## config.mk

```make
export PLATFORM = sky130hd
export DESIGN_NAME = grid_stencil_neighbour_index
export DESIGN_NICKNAME = d
export VERILOG_FILES = /design/src/hw/rtl/gsni_pkg.sv /design/src/hw/rtl/gsni_decode.sv /design/src/hw/rtl/gsni_emit.sv /design/src/hw/rtl/grid_stencil_neighbour_index.sv
export VERILOG_INCLUDE_DIRS = /design/src /design/src/hw/rtl
export SDC_FILE = /design/constraint.sdc
export NUM_CORES = 2
export LEC_CHECK = 0
export ABC_AREA = 1
export BUFFER_PORTS_ARGS = -buffer_cell sky130_fd_sc_hd__buf_2
export CORE_MARGIN = 2
export CORE_UTILIZATION = 30
export CTS_CLUSTER_DIAMETER = 150
export CTS_CLUSTER_SIZE = 8
export DETAILED_ROUTE_END_ITERATION = 8
export HOLD_SLACK_MARGIN = 0.15
export SETUP_SLACK_MARGIN = 0.05
export SLEW_MARGIN = 20
export SYNTH_ARGS = -nofsm -noshare
export SYNTH_HDL_FRONTEND = slang
export SYNTH_SLANG_ARGS = --single-unit
```

## constraint.sdc

```tcl
create_clock -name clk -period 11.1 [get_ports clk]
set_input_delay 1.11 -clock clk [delete_from_list [all_inputs] [get_ports clk]]
set_output_delay 1.11 -clock clk [all_outputs]
set_load 0.05 [all_outputs]
```

## src/hw/rtl/assert_macros.svh

```systemverilog
// Assertion macros shared by the stencil neighbour RTL.
// Expects a clock named clk and an active-low reset named rst_n in scope.
`ifndef ASSERT_MACROS_SVH
`define ASSERT_MACROS_SVH
// Condition must hold at every clock edge out of reset.
`define CHK_ALWAYS(lbl, cond, msg) \
    lbl: assert property (@(posedge clk) disable iff (!rst_n) (cond)) else $error(msg);
// Consequent must hold in the same cycle as the antecedent.
`define CHK_IMPLY(lbl, ante, cons, msg) \
    lbl: assert property (@(posedge clk) disable iff (!rst_n) (ante) |-> (cons)) else $error(msg);
`endif

```

## src/hw/rtl/gsni_pkg.sv

```systemverilog
// Types, constants and helper functions for the stencil neighbour index block.
// No dependencies.
package gsni_pkg;

    localparam int SZW        = 11;  // size register / coordinate width
    localparam int IDXW       = 30;  // input cell index width
    localparam int NIW        = 31;  // neighbour index width
    localparam int DIV_STEP   = 5;   // quotient bits per divider stage
    localparam int DIV_STAGES = 6;   // IDXW / DIV_STEP
    localparam int FIFO_DEPTH = 16;
    localparam int FIFO_AW    = 4;
    localparam int OCCW       = 5;

    typedef enum logic [2:0] {
        CFG_SIZE_X = 3'd0,
        CFG_SIZE_Y = 3'd1,
        CFG_SIZE_Z = 3'd2,
        CFG_WRAP_X = 3'd3,
        CFG_WRAP_Y = 3'd4,
        CFG_WRAP_Z = 3'd5,
        CFG_MODE   = 3'd6
    } cfg_reg_t;

    typedef struct packed {
        logic [SZW-1:0] sx;
        logic [SZW-1:0] sy;
        logic [SZW-1:0] sz;
        logic           wrap_x;
        logic           wrap_y;
        logic           wrap_z;
    } cfg_t;

    typedef struct packed {
        logic [SZW-1:0] x;
        logic [SZW-1:0] y;
        logic [SZW-1:0] z;
        logic           bad;
    } cell_t;

    typedef struct packed {
        cell_t             site;
        logic signed [1:0] dx;
        logic signed [1:0] dy;
        logic signed [1:0] dz;
        logic              last;
    } req_t;

    typedef struct packed {
        logic [IDXW-1:0] num;
        logic [SZW-1:0]  rem;
        logic [IDXW-1:0] quo;
    } div_t;

    // DIV_STEP restoring division steps; rem stays below d.
    function automatic div_t div_steps(div_t a, logic [SZW-1:0] d);
        div_t     r;
        logic [SZW:0] t;
        r = a;
        for (int j = 0; j < DIV_STEP; j++)
        begin
            t     = {r.rem, r.num[IDXW-1]};
            r.num = {r.num[IDXW-2:0], 1'b0};
            if (t >= {1'b0, d})
            begin
                t     = t - {1'b0, d};
                r.quo = {r.quo[IDXW-2:0], 1'b1};
            end
            else
            begin
                r.quo = {r.quo[IDXW-2:0], 1'b0};
            end
            r.rem = t[SZW-1:0];
        end
        return r;
    endfunction

endpackage

```

## src/hw/rtl/gsni_decode.sv

```systemverilog
// Pipelined split of a linear cell index into x, y, z plus range check.
// Depends on gsni_pkg.
module gsni_decode (
    input  logic                        clk,
    input  logic                        rst_n,
    input  logic                        in_valid,
    input  logic [gsni_pkg::IDXW-1:0]   in_index,
    input  gsni_pkg::cfg_t              cfg,
    output logic                        out_valid,
    output gsni_pkg::cell_t             out_cell
);

    localparam int NST = 2 * gsni_pkg::DIV_STAGES;

    typedef struct packed {
        logic [gsni_pkg::IDXW-1:0] idx;
        gsni_pkg::div_t            dv;
        logic [gsni_pkg::SZW-1:0]  x;
        logic [32:0]               p;
        logic                      bad;
    } stg_t;

    logic [NST:0] v_reg;
    stg_t         pl_reg  [0:NST];
    stg_t         pl_next [1:NST];

    always_ff @(posedge clk or negedge rst_n)
    begin
        if (!rst_n)
            v_reg <= '0;
        else
            v_reg <= {v_reg[NST-1:0], in_valid};
    end

    always_ff @(posedge clk)
    begin
        pl_reg[0].idx    <= in_index;
        pl_reg[0].dv.num <= in_index;
        pl_reg[0].dv.rem <= '0;
        pl_reg[0].dv.quo <= '0;
        pl_reg[0].x      <= '0;
        pl_reg[0].p      <= '0;
        pl_reg[0].bad    <= 1'b0;
        for (int s = 1; s <= NST; s++)
            pl_reg[s] <= pl_next[s];
    end

    for (genvar s = 0; s < NST; s++)
    begin : g_stage
        always_comb
        begin
            stg_t                     t;
            logic [gsni_pkg::SZW-1:0] d;
            logic [21:0]              p1;
            t  = pl_reg[s];
            p1 = cfg.sx * cfg.sy;
            // second division starts on the quotient of the first
            if (s == gsni_pkg::DIV_STAGES)
            begin
                t.x      = t.dv.rem;
                t.dv.num = t.dv.quo;
                t.dv.rem = '0;
                t.dv.quo = '0;
            end
            d    = (s < gsni_pkg::DIV_STAGES) ? cfg.sx : cfg.sy;
            t.dv = gsni_pkg::div_steps(t.dv, d);
            if (s == 0)
                t.p = {11'b0, p1};
            if (s == 1)
                t.p = {11'b0, t.p[21:0]} * {22'b0, cfg.sz};
            if (s == 2)
                t.bad = ({3'b0, t.idx} >= t.p);
            pl_next[s+1] = t;
        end
    end

    assign out_valid    = v_reg[NST];
    assign out_cell.x   = pl_reg[NST].x;
    assign out_cell.y   = pl_reg[NST].dv.rem;
    assign out_cell.z   = pl_reg[NST].dv.quo[gsni_pkg::SZW-1:0];
    assign out_cell.bad = pl_reg[NST].bad;

endmodule

```

## src/hw/rtl/gsni_emit.sv

```systemverilog
// Three-stage neighbour index generator: step coordinates, then two multiplies.
// Depends on gsni_pkg.
module gsni_emit (
    input  logic                   clk,
    input  logic                   rst_n,
    input  logic                   req_valid,
    input  gsni_pkg::req_t         req,
    input  gsni_pkg::cfg_t         cfg,
    output logic                   done,
    output logic signed [30:0]     neighbour_index,
    output logic signed [1:0]      offset_x,
    output logic signed [1:0]      offset_y,
    output logic signed [1:0]      offset_z,
    output logic                   bad_index,
    output logic                   last
);

    localparam int W = gsni_pkg::SZW;

    // {ok, coordinate}
    function automatic logic [W:0] step_axis(logic [W-1:0] c, logic signed [1:0] d,
                                            logic [W-1:0] n, logic wrap);
        logic [W:0] r;
        r = {1'b1, c};
        if (d == -2'sd1)
        begin
            if (c == '0)
                r = {wrap, n - W'(1)};
            else
                r = {1'b1, c - W'(1)};
        end
        else if (d == 2'sd1)
        begin
            if ({1'b0, c} + (W+1)'(1) >= {1'b0, n})
                r = {wrap, {W{1'b0}}};
            else
                r = {1'b1, c + W'(1)};
        end
        return r;
    endfunction

    typedef struct packed {
        logic signed [1:0] dx;
        logic signed [1:0] dy;
        logic signed [1:0] dz;
        logic              bad;
        logic              last;
        logic              ok;
    } tag_t;

    logic [W:0]   sx_w, sy_w, sz_w;
    logic [2:0]   v_reg;
    tag_t         a_tag_reg, b_tag_reg;
    logic [W-1:0] a_nx_reg, a_ny_reg, a_nz_reg, b_nx_reg;
    logic [22:0]  b_t_reg;
    logic [33:0]  c_full;

    assign sx_w = step_axis(req.site.x, req.dx, cfg.sx, cfg.wrap_x);
    assign sy_w = step_axis(req.site.y, req.dy, cfg.sy, cfg.wrap_y);
    assign sz_w = step_axis(req.site.z, req.dz, cfg.sz, cfg.wrap_z);
    assign c_full = {23'b0, b_nx_reg} + {11'b0, b_t_reg} * {23'b0, cfg.sx};

    always_ff @(posedge clk or negedge rst_n)
    begin
        if (!rst_n)
            v_reg <= '0;
        else
            v_reg <= {v_reg[1:0], req_valid};
    end

    always_ff @(posedge clk)
    begin
        a_tag_reg <= '{dx: req.dx, dy: req.dy, dz: req.dz, bad: req.site.bad,
                       last: req.last, ok: sx_w[W] & sy_w[W] & sz_w[W]};
        a_nx_reg  <= sx_w[W-1:0];
        a_ny_reg  <= sy_w[W-1:0];
        a_nz_reg  <= sz_w[W-1:0];
        b_tag_reg <= a_tag_reg;
        b_nx_reg  <= a_nx_reg;
        b_t_reg   <= {12'b0, a_ny_reg} + {1'b0, {11'b0, cfg.sy} * {11'b0, a_nz_reg}};
        if (!b_tag_reg.ok || b_tag_reg.bad)
            neighbour_index <= '1;
        else
            neighbour_index <= c_full[30:0];
        offset_x  <= b_tag_reg.dx;
        offset_y  <= b_tag_reg.dy;
        offset_z  <= b_tag_reg.dz;
        bad_index <= b_tag_reg.bad;
        last      <= b_tag_reg.last;
    end

    assign done = v_reg[2];

endmodule

```

## src/hw/rtl/grid_stencil_neighbour_index.sv

```systemverilog
// Top level of the stencil neighbour index generator.
// Depends on gsni_pkg, gsni_decode, gsni_emit and assert_macros.svh.
//
// Each request (start high while busy is low) carries one linear cell index.
// The block answers with 6 results in seven-point mode, 27 in 27-point mode,
// or a single flagged result when the index lies outside the grid; last marks
// the final result of a request. Results leave one per clock on done and the
// receiver cannot stall them, so the output port sets the rate. Requests may
// be issued in every cycle while busy stays low; a 16-entry queue behind the
// decode pipeline absorbs bursts, and busy rises when queued plus in-flight
// requests fill it. The first result reaches the ports through 18 register
// stages: 13 for the pipelined coordinate divider (an input register and two
// dividers of six stages, five quotient bits each), one for the queue, one for
// the sequencer, three for the neighbour multiply pipeline.
// Configure only while idle. Sizes of zero act as one; sizes above AXIS_MAX
// saturate.
`include "assert_macros.svh"

module grid_stencil_neighbour_index #(
    parameter int AXIS_MAX = 1024
) (
    input  logic                        clk,
    input  logic                        rst_n,
    input  logic                        start,
    output logic                        busy,
    input  logic [29:0]                 cell_index,
    input  logic                        cfg_we,
    input  logic [2:0]                  cfg_index,
    input  logic [10:0]                 cfg_data,
    output logic                        done,
    output logic signed [30:0]          neighbour_index,
    output logic signed [1:0]           offset_x,
    output logic signed [1:0]           offset_y,
    output logic signed [1:0]           offset_z,
    output logic                        bad_index,
    output logic                        last
);

    localparam int W = gsni_pkg::SZW;
    localparam logic [W-1:0] AXIS_CAP = (AXIS_MAX > 2047) ? 11'd2047 : W'(AXIS_MAX);

    // ---------------- configuration registers ----------------
    logic [W-1:0] size_x_reg, size_y_reg, size_z_reg;
    logic         wrap_x_reg, wrap_y_reg, wrap_z_reg, mode_reg;

    always_ff @(posedge clk or negedge rst_n)
    begin
        if (!rst_n)
        begin
            size_x_reg <= W'(1);
            size_y_reg <= W'(1);
            size_z_reg <= W'(1);
            wrap_x_reg <= 1'b0;
            wrap_y_reg <= 1'b0;
            wrap_z_reg <= 1'b0;
            mode_reg   <= 1'b0;
        end
        else if (cfg_we)
        begin
            unique case (gsni_pkg::cfg_reg_t'(cfg_index))
                gsni_pkg::CFG_SIZE_X: size_x_reg <= cfg_data;
                gsni_pkg::CFG_SIZE_Y: size_y_reg <= cfg_data;
                gsni_pkg::CFG_SIZE_Z: size_z_reg <= cfg_data;
                gsni_pkg::CFG_WRAP_X: wrap_x_reg <= cfg_data[0];
                gsni_pkg::CFG_WRAP_Y: wrap_y_reg <= cfg_data[0];
                gsni_pkg::CFG_WRAP_Z: wrap_z_reg <= cfg_data[0];
                gsni_pkg::CFG_MODE:   mode_reg   <= cfg_data[0];
                default: ;
            endcase
        end
    end

    function automatic logic [W-1:0] clamp(logic [W-1:0] v);
        logic [W-1:0] s;
        s = (v == '0) ? W'(1) : v;
        if (s > AXIS_CAP)
            s = AXIS_CAP;
        return s;
    endfunction

    gsni_pkg::cfg_t cfg;
    assign cfg.sx     = clamp(size_x_reg);
    assign cfg.sy     = clamp(size_y_reg);
    assign cfg.sz     = clamp(size_z_reg);
    assign cfg.wrap_x = wrap_x_reg;
    assign cfg.wrap_y = wrap_y_reg;
    assign cfg.wrap_z = wrap_z_reg;

    // ---------------- request accept and decode ----------------
    logic            accept;
    logic            dec_v;
    gsni_pkg::cell_t dec_cell;

    assign accept = start & ~busy;

    gsni_decode u_decode (
        .clk      (clk),
        .rst_n    (rst_n),
        .in_valid (accept),
        .in_index (cell_index),
        .cfg      (cfg),
        .out_valid(dec_v),
        .out_cell (dec_cell)
    );

    // ---------------- queue of decoded cells ----------------
    // occ_reg counts requests accepted and not yet taken by the sequencer,
    // so decode output can never find the queue full.
    gsni_pkg::cell_t                 fifo_mem [gsni_pkg::FIFO_DEPTH];
    logic [gsni_pkg::FIFO_AW-1:0]    wr_ptr_reg, rd_ptr_reg;
    logic [gsni_pkg::OCCW-1:0]       fifo_cnt_reg, occ_reg;
    logic                            pop;
    logic                            fifo_ne;

    assign fifo_ne = (fifo_cnt_reg != '0);
    assign busy    = (occ_reg == gsni_pkg::OCCW'(gsni_pkg::FIFO_DEPTH));

    always_ff @(posedge clk)
    begin
        if (dec_v)
            fifo_mem[wr_ptr_reg] <= dec_cell;
    end

    always_ff @(posedge clk or negedge rst_n)
    begin
        if (!rst_n)
        begin
            wr_ptr_reg   <= '0;
            rd_ptr_reg   <= '0;
            fifo_cnt_reg <= '0;
            occ_reg      <= '0;
        end
        else
        begin
            if (dec_v)
                wr_ptr_reg <= wr_ptr_reg + gsni_pkg::FIFO_AW'(1);
            if (pop)
                rd_ptr_reg <= rd_ptr_reg + gsni_pkg::FIFO_AW'(1);
            fifo_cnt_reg <= fifo_cnt_reg + gsni_pkg::OCCW'(dec_v) - gsni_pkg::OCCW'(pop);
            occ_reg      <= occ_reg + gsni_pkg::OCCW'(accept) - gsni_pkg::OCCW'(pop);
        end
    end

    // ---------------- neighbour sequencer ----------------
    // Face order: left, right, lower, upper, below, above.
    // Full order: z +1..-1, y +1..-1, x -1..+1.
    gsni_pkg::cell_t cur_reg;
    logic            cur_v_reg;
    logic [2:0]      k_reg;
    logic [1:0]      ix_reg, iy_reg, iz_reg;
    gsni_pkg::req_t  req;

    always_comb
    begin
        req.site = cur_reg;
        req.dx   = 2'sd0;
        req.dy   = 2'sd0;
        req.dz   = 2'sd0;
        req.last = 1'b0;
        if (cur_reg.bad)
        begin
            req.last = 1'b1;
        end
        else if (!mode_reg)
        begin
            case (k_reg)
                3'd0:    req.dx = -2'sd1;
                3'd1:    req.dx = 2'sd1;
                3'd2:    req.dy = -2'sd1;
                3'd3:    req.dy = 2'sd1;
                3'd4:    req.dz = -2'sd1;
                default: req.dz = 2'sd1;
            endcase
            req.last = (k_reg == 3'd5);
        end
        else
        begin
            req.dx   = (ix_reg == 2'd0) ? -2'sd1 : ((ix_reg == 2'd1) ? 2'sd0 : 2'sd1);
            req.dy   = (iy_reg == 2'd0) ? 2'sd1 : ((iy_reg == 2'd1) ? 2'sd0 : -2'sd1);
            req.dz   = (iz_reg == 2'd0) ? 2'sd1 : ((iz_reg == 2'd1) ? 2'sd0 : -2'sd1);
            req.last = (ix_reg == 2'd2) && (iy_reg == 2'd2) && (iz_reg == 2'd2);
        end
    end

    assign pop = fifo_ne & (~cur_v_reg | req.last);

    always_ff @(posedge clk)
    begin
        if (pop)
            cur_reg <= fifo_mem[rd_ptr_reg];
    end

    always_ff @(posedge clk or negedge rst_n)
    begin
        if (!rst_n)
        begin
            cur_v_reg <= 1'b0;
            k_reg     <= '0;
            ix_reg    <= '0;
            iy_reg    <= '0;
            iz_reg    <= '0;
        end
        else if (!cur_v_reg || req.last)
        begin
            cur_v_reg <= pop;
            k_reg     <= '0;
            ix_reg    <= '0;
            iy_reg    <= '0;
            iz_reg    <= '0;
        end
        else
        begin
            k_reg <= k_reg + 3'd1;
            if (ix_reg == 2'd2)
            begin
                ix_reg <= '0;
                if (iy_reg == 2'd2)
                begin
                    iy_reg <= '0;
                    iz_reg <= iz_reg + 2'd1;
                end
                else
                begin
                    iy_reg <= iy_reg + 2'd1;
                end
            end
            else
            begin
                ix_reg <= ix_reg + 2'd1;
            end
        end
    end

    // ---------------- neighbour index pipeline ----------------
    gsni_emit u_emit (
        .clk            (clk),
        .rst_n          (rst_n),
        .req_valid      (cur_v_reg),
        .req            (req),
        .cfg            (cfg),
        .done           (done),
        .neighbour_index(neighbour_index),
        .offset_x       (offset_x),
        .offset_y       (offset_y),
        .offset_z       (offset_z),
        .bad_index      (bad_index),
        .last           (last)
    );

    // ---------------- assertions ----------------
    `CHK_ALWAYS(a_occ_bound, occ_reg <= gsni_pkg::OCCW'(gsni_pkg::FIFO_DEPTH), "occupancy overrun")
    `CHK_ALWAYS(a_cnt_le_occ, fifo_cnt_reg <= occ_reg, "queue count exceeds occupancy")
    `CHK_IMPLY(a_no_overflow, dec_v, fifo_cnt_reg != gsni_pkg::OCCW'(gsni_pkg::FIFO_DEPTH), "queue overflow")
    `CHK_IMPLY(a_bad_result, done && bad_index, last && (neighbour_index == '1), "bad request result malformed")

endmodule

```

==> impl_metrics.json <==
{
  "status": "complete, no violations",
  "ios": 89,
  "row_count": 214,
  "yosys.cell_types.count": 70,
  "slew_headroom_pct": 26.7,
  "clk_pin_slew_ps": 60,
  "synth_area_leader_cell": "edfxtp_1",
  "synth_commonest_cells": "nand2_1, inv_1, ha_1",
  "syn_inst": 12113,
  "via_per_inst": 4.89,
  "crit_slowest_cell": "dfstp_2",
  "core_um2": 340000,
  "synth-xor-area-share_pct": 5.10,
  "wl_per_cell_um": 18.0,
  "drive_gt1_share_pct": 7.21,
  "synth_compound_area_share_pct": 11.2,
  "cts_sinks": 1364,
  "synth_top_family_by_area": "adder cells",
  "largest_reg_flops": 581,
  "hold_viol": 0,
  "synthAdderAreaFrac_pct": 24.2,
  "die_w_um": 588,
  "critical_path_required_ps": 11810,
  "die_y_um": 588,
  "synth-main-ff-cell": "dfxtp_1",
  "synth_area_um2": 102000,
  "grt_pass1_vias": 80438,
  "synth_edf_count": 578,
  "drv_slew": 0,
  "arrival_ps": 11070,
  "r2r_cells": 58,
  "finalCriticalPeriod_ps": 10360,
  "end_kind": "register",
  "synthSimpleGateAreaFrac_pct": 18.0,
  "grtUsageTotal_pct": 17.3,
  "antenna_found_initial": 14,
  "rr_endpoint": "u_decode.pl_reg[0][377]",
  "clock_skew_ps": 80.0,
  "h-tree-depth": 4,
  "syn-num-nets": 13772,
  "hpwl_mm": 225,
  "async_reset_ff_share_pct": 5.94,
  "vias": 83010,
  "tightest_slew_ps": 1090,
  "cp-start-kind": "register",
  "ys.warnings.count": 0,
  "yosys.area.top_type_share_pct": 17.0,
  "hold-path-cell-count": 0,
  "dp_worst_setup_slack_ps": -287,
  "hold_start": "u_decode.pl_reg[0][703]",
  "critPathKind": "register to register",
  "reg2reg_from": "size_x_reg[0]",
  "tritoncts": "built",
  "ys_seq_area_share_pct": 32.8,
  "drcViolationCount": 0,
  "dr.first_iter.drc_count": 6067,
  "place.gp.congestion": 0.922,
  "fin_crit_sh_pct": 93.4,
  "postLayoutCoreUtil_pct": 34.0,
  "fin_nets": 14000,
  "fmax_ghz": 0.0965,
  "setup_violations": 0,
  "setup_ws_ps": 735,
  "start_util_pct": 30.1,
  "holdPathEnd": "u_decode.pl_reg[0][849]",
  "critPathMostFrequentCell": "nand2_1",
  "gr-total-overflow": 0,
  "wl_mm": 305,
  "grt_pass1_wl_mm": 470,
  "cts_buffers": 197,
  "muxShareOfSynthArea_pct": 1.02,
  "die_area_um2": 345000,
  "clock_latency_ps": 880,
  "grt_max_degree": 178,
  "dr.pass1.iters": 7,
  "cts_buffer_depth": 4,
  "avgSynthCellArea_um2": 8.44,
  "crit_fanout": 16,
  "r2r_slack_ps": 740,
  "slowest_delay_ps": 540,
  "maxCapViolations": 0,
  "cts-root-buf": "clkbuf_16",
  "antenna_left": 0,
  "synth.area.top_cells": "edfxtp_1, dfxtp_1, ha_1, fa_1, nand2_1",
  "synth.most_common_cell": "nand2_1",
  "port_buffers": 88,
  "area_delta_synth_final_pct": 12.8,
  "hold_class": "register to register",
  "ys_ff_latch": 1364
}
[through the flow]
stage / cell area (um2) / instances / hold WS (ps) / TNS, ps
6_report: 115000 / 16985 / 285 / 0
5_1_grt: 115000 / 16982 / 288 / -153
4_1_cts: 114000 / 16924 / 281 / 0
3_5_place_dp: 109000 / 16617 / 312 / -2270
3_3_place_gp: 109000 / 16617 / 310 / -3520
2_1_floorplan: 102000 / 12113 / 310 / 0
[cell families after synthesis]
group,count (synthesis)
fa+ha+maj,1611
buf+inv,2010
flops,1364
compound gates,1979
xor+xnor,595
simple gates,4450
mux,104
[worst max-delay path, delay by kind of cell (launching register included)]
| family | cells | cell delay [ps] |
|---|---|---|
| flops | 1 | 540 |
| buf+inv | 10 | 1330 |
| compound gates | 14 | 2440 |
| fa+ha+maj | 6 | 2350 |
| simple gates | 28 | 3540 |
[cell type report]
cell class / instances / area, um2
fill: 35334 / 224000
multi-input combinational: 8747 / 61700
sequential: 1364 / 33500
inverter: 1686 / 6400
tap: 4536 / 5680
clock buffer: 297 / 5410
timing repair buffer: 343 / 2490
clock inverter: 4 / 75.1
timing repair inverter: 2 / 15.0
antenna: 6 / 15.0
[routing by layer]
| metal | wire (um) | track usage (%) | up-vias |
|---|---|---|---|
| met5 | 0 | 0 | - |
| met2 | 142000 | 29.0 | 2321 |
| met4 | 11100 | 6.00 | 0 |
| li1 | - | - | 40380 |
| met1 | 134000 | 22.8 | 39789 |
| met3 | 17600 | 2.21 | 520 |
[layout by cell type (no fill, tap or decap), types with 95 or more instances in the layout]
cell / synthesis / routed
o21ai_0: 674 / 609
nand4_1: 123 / 123
xnor2_1: 219 / 219
xor2_1: 376 / 376
nor2_1: 889 / 862
nand2_1: 2696 / 2687
clkbuf_1: 198 / 95
edfxtp_1: 578 / 578
o221ai_1: 117 / 116
mux2i_1: 104 / 104
buf_4: 34 / 242
clkbuf_16: 0 / 202
dfxtp_1: 705 / 705
inv_1: 1653 / 1634
nand3_1: 455 / 450
ha_1: 1003 / 995
o21ai_1: 60 / 112
a21oi_1: 721 / 691
fa_1: 608 / 602
[worst max-delay path by stage]
stage / startpoint / endpoint / slack (ps) / depth (start not counted)
6_report: size_x_reg[0] / u_decode.pl_reg[0][377] / 740 / 58
4_1_cts: size_x_reg[0] / u_decode.pl_reg[0][369] / 80 / 62
3_5_place_dp: size_x_reg[8] / u_decode.pl_reg[0][367] / -290 / 58
2_1_floorplan: size_y_reg[10] / u_decode.pl_reg[1][76] / 650 / 63
5_1_grt: size_x_reg[1] / u_decode.pl_reg[0][960] / -40 / 58
3_3_place_gp: size_x_reg[1] / u_decode.pl_reg[0][367] / -400 / 60
[repair_timing]
item	in CTS	in global routing
hold buffers	1	0
pin swaps	1	22
hold endpoints to repair	11	0
setup endpoints to repair	33	141
cloned	0	10
buffers inserted	5	44
resized for setup	7	219
Power is not shown: default switching activity piles up to over one toggle a cycle in this logic, so the estimate is an artifact.
